==> config.mk <==
export PLATFORM = sky130hd
export DESIGN_NAME = iati_ram
export DESIGN_NICKNAME = d
export VERILOG_FILES = /design/src/design/iati_ram.sv
export SDC_FILE = /design/constraint.sdc
export NUM_CORES = 1
export LEC_CHECK = 0
export CORE_MARGIN = 8
export CORE_UTILIZATION = 50
export DETAILED_ROUTE_END_ITERATION = 6
export DONT_BUFFER_PORTS = 1
export PLACE_DENSITY = 0.65
export SLEW_MARGIN = 20
export SYNTH_ARGS = -nofsm -noshare
export SYNTH_HDL_FRONTEND = slang
export SYNTH_SLANG_ARGS = --single-unit
==> constraint.sdc <==
create_clock -name clk -period 1.6 [get_ports clk]
set_input_delay 0.16 -clock clk [delete_from_list [all_inputs] [get_ports clk]]
set_output_delay 0.16 -clock clk [all_outputs]
set_load 0.01 [all_outputs]
==> src/design/iati_ram.sv <==
// ----------------------------------------------------------------------------
// Generic RAM
// One write port and one read port with registered read data.
// ----------------------------------------------------------------------------
module iati_ram #(
	parameter int WIDTH = 8,
	parameter int DEPTH = 16,
	parameter int AW    = (DEPTH > 1) ? $clog2(DEPTH) : 1
) (
	input  logic             clk,
	input  logic             we,
	input  logic [AW-1:0]    waddr,
	input  logic [WIDTH-1:0] wdata,
	input  logic [AW-1:0]    raddr,
	output logic [WIDTH-1:0] rdata
);

	logic [WIDTH-1:0] mem [DEPTH];
	logic [WIDTH-1:0] rdata_q;

	always_ff @(posedge clk) begin
		if (we) begin
			mem[waddr] <= wdata;
		end
		rdata_q <= mem[raddr];
	end

	assign rdata = rdata_q;

endmodule

==> reports/qor.yml <==
outcome:
  outcome: "completed"
synthesis:
  yosysWarningCount: 0
  synth_area_leaders: "edfxtp_1 75%, mux4_2 7.9%, mux4_1 7.1%, dfxtp_1 3.1%, a22oi_1 2.3%"
  synth_top_cell_area_share: 0.7467
  synth_area_leader_cell: "edfxtp_1"
  syn_inst: 229
  synthesis.area_um2: 5147
  ys_ff_latch: 136
  avgSynthCellArea_um2: 22.48
  syn_nets: 247
  ys_seq_area_frac: 0.7778
  ys_types: 19
cts:
  cts_tree: "done"
  numCtsBuffers: 17
  clk-insertion-delay-late_ps: 510
  cts_resized: 0
  h-tree-depth: 4
  path_clk_slew_ps: 60
  cts.path.max_buffers: 2
  cts-root-buf: "clkbuf_8"
  clock_sinks: 136
place:
  finalWeightedCongestion: 0.7559
  placed_cells: 375
  hpwl_mm: 5.932
  port_buffers: 0
  postPlaceCellArea_um2: 5386
grt:
  grt_start_max_net_pins: 29
  antenna_found_initial: 0
  grtUsageTotal: 0.1533
  grt_overflow: 0
  grt_pass1_wl_mm: 15.65
  grt_pass1_vias: 2503
setup_path:
  critPathMaxFanout: 28
  path_class: "in -> reg"
  cp.required_ps: 1990
  slowest_delay_ps: 790
  critPathCaptureType: "register"
  critical_path.cell_chain: "dlygate4sd3_1 > mux4_1 > a22oi_1 > nand2_1"
  cp_slowest_cell: "dlygate4sd3_1"
  crit_path_start_kind: "input port"
  crit_arrival_ps: 1810
pwr:
  total_power_uw: 8334
  ir_drop_uv: 657.9
  power-per-cell-area_nw_per_um2: 1361
  p_leak_uw: 0.002041
floorplan:
  die_x_um: 117.5
  dieArea_um2: 13800
  ios: 26
  die_y_um: 117.5
  initial_core_util: 0.5077
  rows: 37
  core-area_um2: 10140
detailed_routing:
  routed_wl_mm: 10.02
  ant_nets: 0
  drc_errors: 0
  viasPerCell: 5.651
  vias: 2362
  first_pass_iters: 5
  routedWlPerCell_um: 23.97
  drt_iter0_markers: 193
timing:
  holdWs_ps: 17.14
  maxSlewHeadroom: 0.5969
  tns_ps: 0
  worst_pin_slew_ps: 602.7
  rsz0062_at_grt: "no"
  fmax_ghz: 0.7024
  fin_crit_ps: 1424
  final_max_slew_viol_count: 0
  hold_viol: 0
  clock_skew_ps: 13.01
  setup_viol: 0
  period_share: 0.8898
final_layout:
  fin_cells: 418
  fin_area_um2: 6123
  insertedDiodeCount: 0
  num-nets-final: 287
  drive_above_1_share: 0.2553
  area_growth_pct: 18.96
  n_fill_cell: 708
  layout_common_cells: "128 x edfxtp_1, 20 x buf_4, 18 x mux4_2"
  final_common_cell: "edfxtp_1"
hold_path:
  hp-class: "in -> reg"
run:
  maxCapViolations: 0
-- cell type report --
type | count | area [um2] | area share
Sequential cell | 136 | 4004 | 0.6539
Multi-Input combinational cell | 83 | 1062 | 0.1735
Clock buffer | 18 | 417.9 | 0.06825
Timing Repair Buffer | 31 | 270.3 | 0.04414
Clock inverter | 14 | 198.9 | 0.03249
Tap cell | 136 | 170.2 | 0.02779
-- cells by family (layout without fill, tap and decap cells) --
logic type | after synthesis | count (layout) | synth area share
DFF | 136 | 136 | 0.7778
and+or+nand+nor | 35 | 35 | 0.03184
muxes | 32 | 32 | 0.1502
AOI/OAI and AO/OA | 16 | 16 | 0.02334
buffers and inverters | 10 | 63 | 0.01677
-- layer usage --
layer	track usage	part of all wire	routed length (um)	vias up
li1	-	-	-	1054
met1	0.2052	0.43	4358	1211
met2	0.2372	0.49	4863	90
met3	0.03645	0.072	718	7
met4	0.06245	0.0078	78	0
met5	0	0	0	-
-- metrics by stage --
stage                       util  worst slack, ps
after global routing      0.6040            89.25
after CTS                 0.6040            169.4
after floorplan                -            173.9
after detailed placement  0.5313            254.9
final                     0.6040            176.3
after global placement    0.5313            263.4
-- cell usage after synthesis --
| cell | instances |
|---|---|
| a22oi_1 | 16 |
| and2_1 | 1 |
| and2b_1 | 1 |
| buf_2 | 3 |
| buf_4 | 1 |
| buf_6 | 3 |
| clkdlybuf4s25_2 | 3 |
| dfxtp_1 | 8 |
| edfxtp_1 | 128 |
| mux4_1 | 14 |
| mux4_2 | 18 |
| nand2_1 | 9 |
| nand2b_1 | 2 |
| nand3_1 | 1 |
| nand3b_1 | 2 |
| nor2_1 | 13 |
| nor2b_1 | 1 |
| nor3_1 | 4 |
| or3b_2 | 1 |
-- critical path, delay by kind of cell --
kind / cells / cell delay [ps]
AO/OA/AOI/OAI: 1 / 190
buffers and inverters: 1 / 790
multiplexers: 1 / 600
AND/OR/NAND/NOR: 1 / 60
-- final timing paths --
path | to | startpoint | cells after the start | slack [ps]
worst max-delay path | rdata[1] | raddr[0] | 4 | 180
worst min-delay path | rdata[0] | raddr[1] | 3 | 20
worst max register to register | rdata[1] | mem[4][1] | 3 | 240
worst min register to register | rdata[4] | mem[15][4] | 3 | 670
-- where the power goes --
| group | internal [uW] | leakage [uW] | total, uW | switching (uW) |
|---|---|---|---|---|
| sequential | 3980 | 0.00122 | 4020 | 37.2 |
| clock | 2540 | 0.000288 | 4010 | 1470 |
| combinational | 146 | 0.000529 | 304 | 158 |
| total | 6670 | 0.00204 | 8330 | 1660 |
-- state kept, by name, summed over array words and instances (netlist names) --
| register | cells |
|---|---|
| mem | 128 |
| rdata | 8 |
-- what timing repair did --
item | CTS | global route
buffers inserted | 0 | 0
hold endpoints to repair | 136 | 0
hold buffers | 11 | 0
No activity file was read; power rests on OpenSTA's default activity.
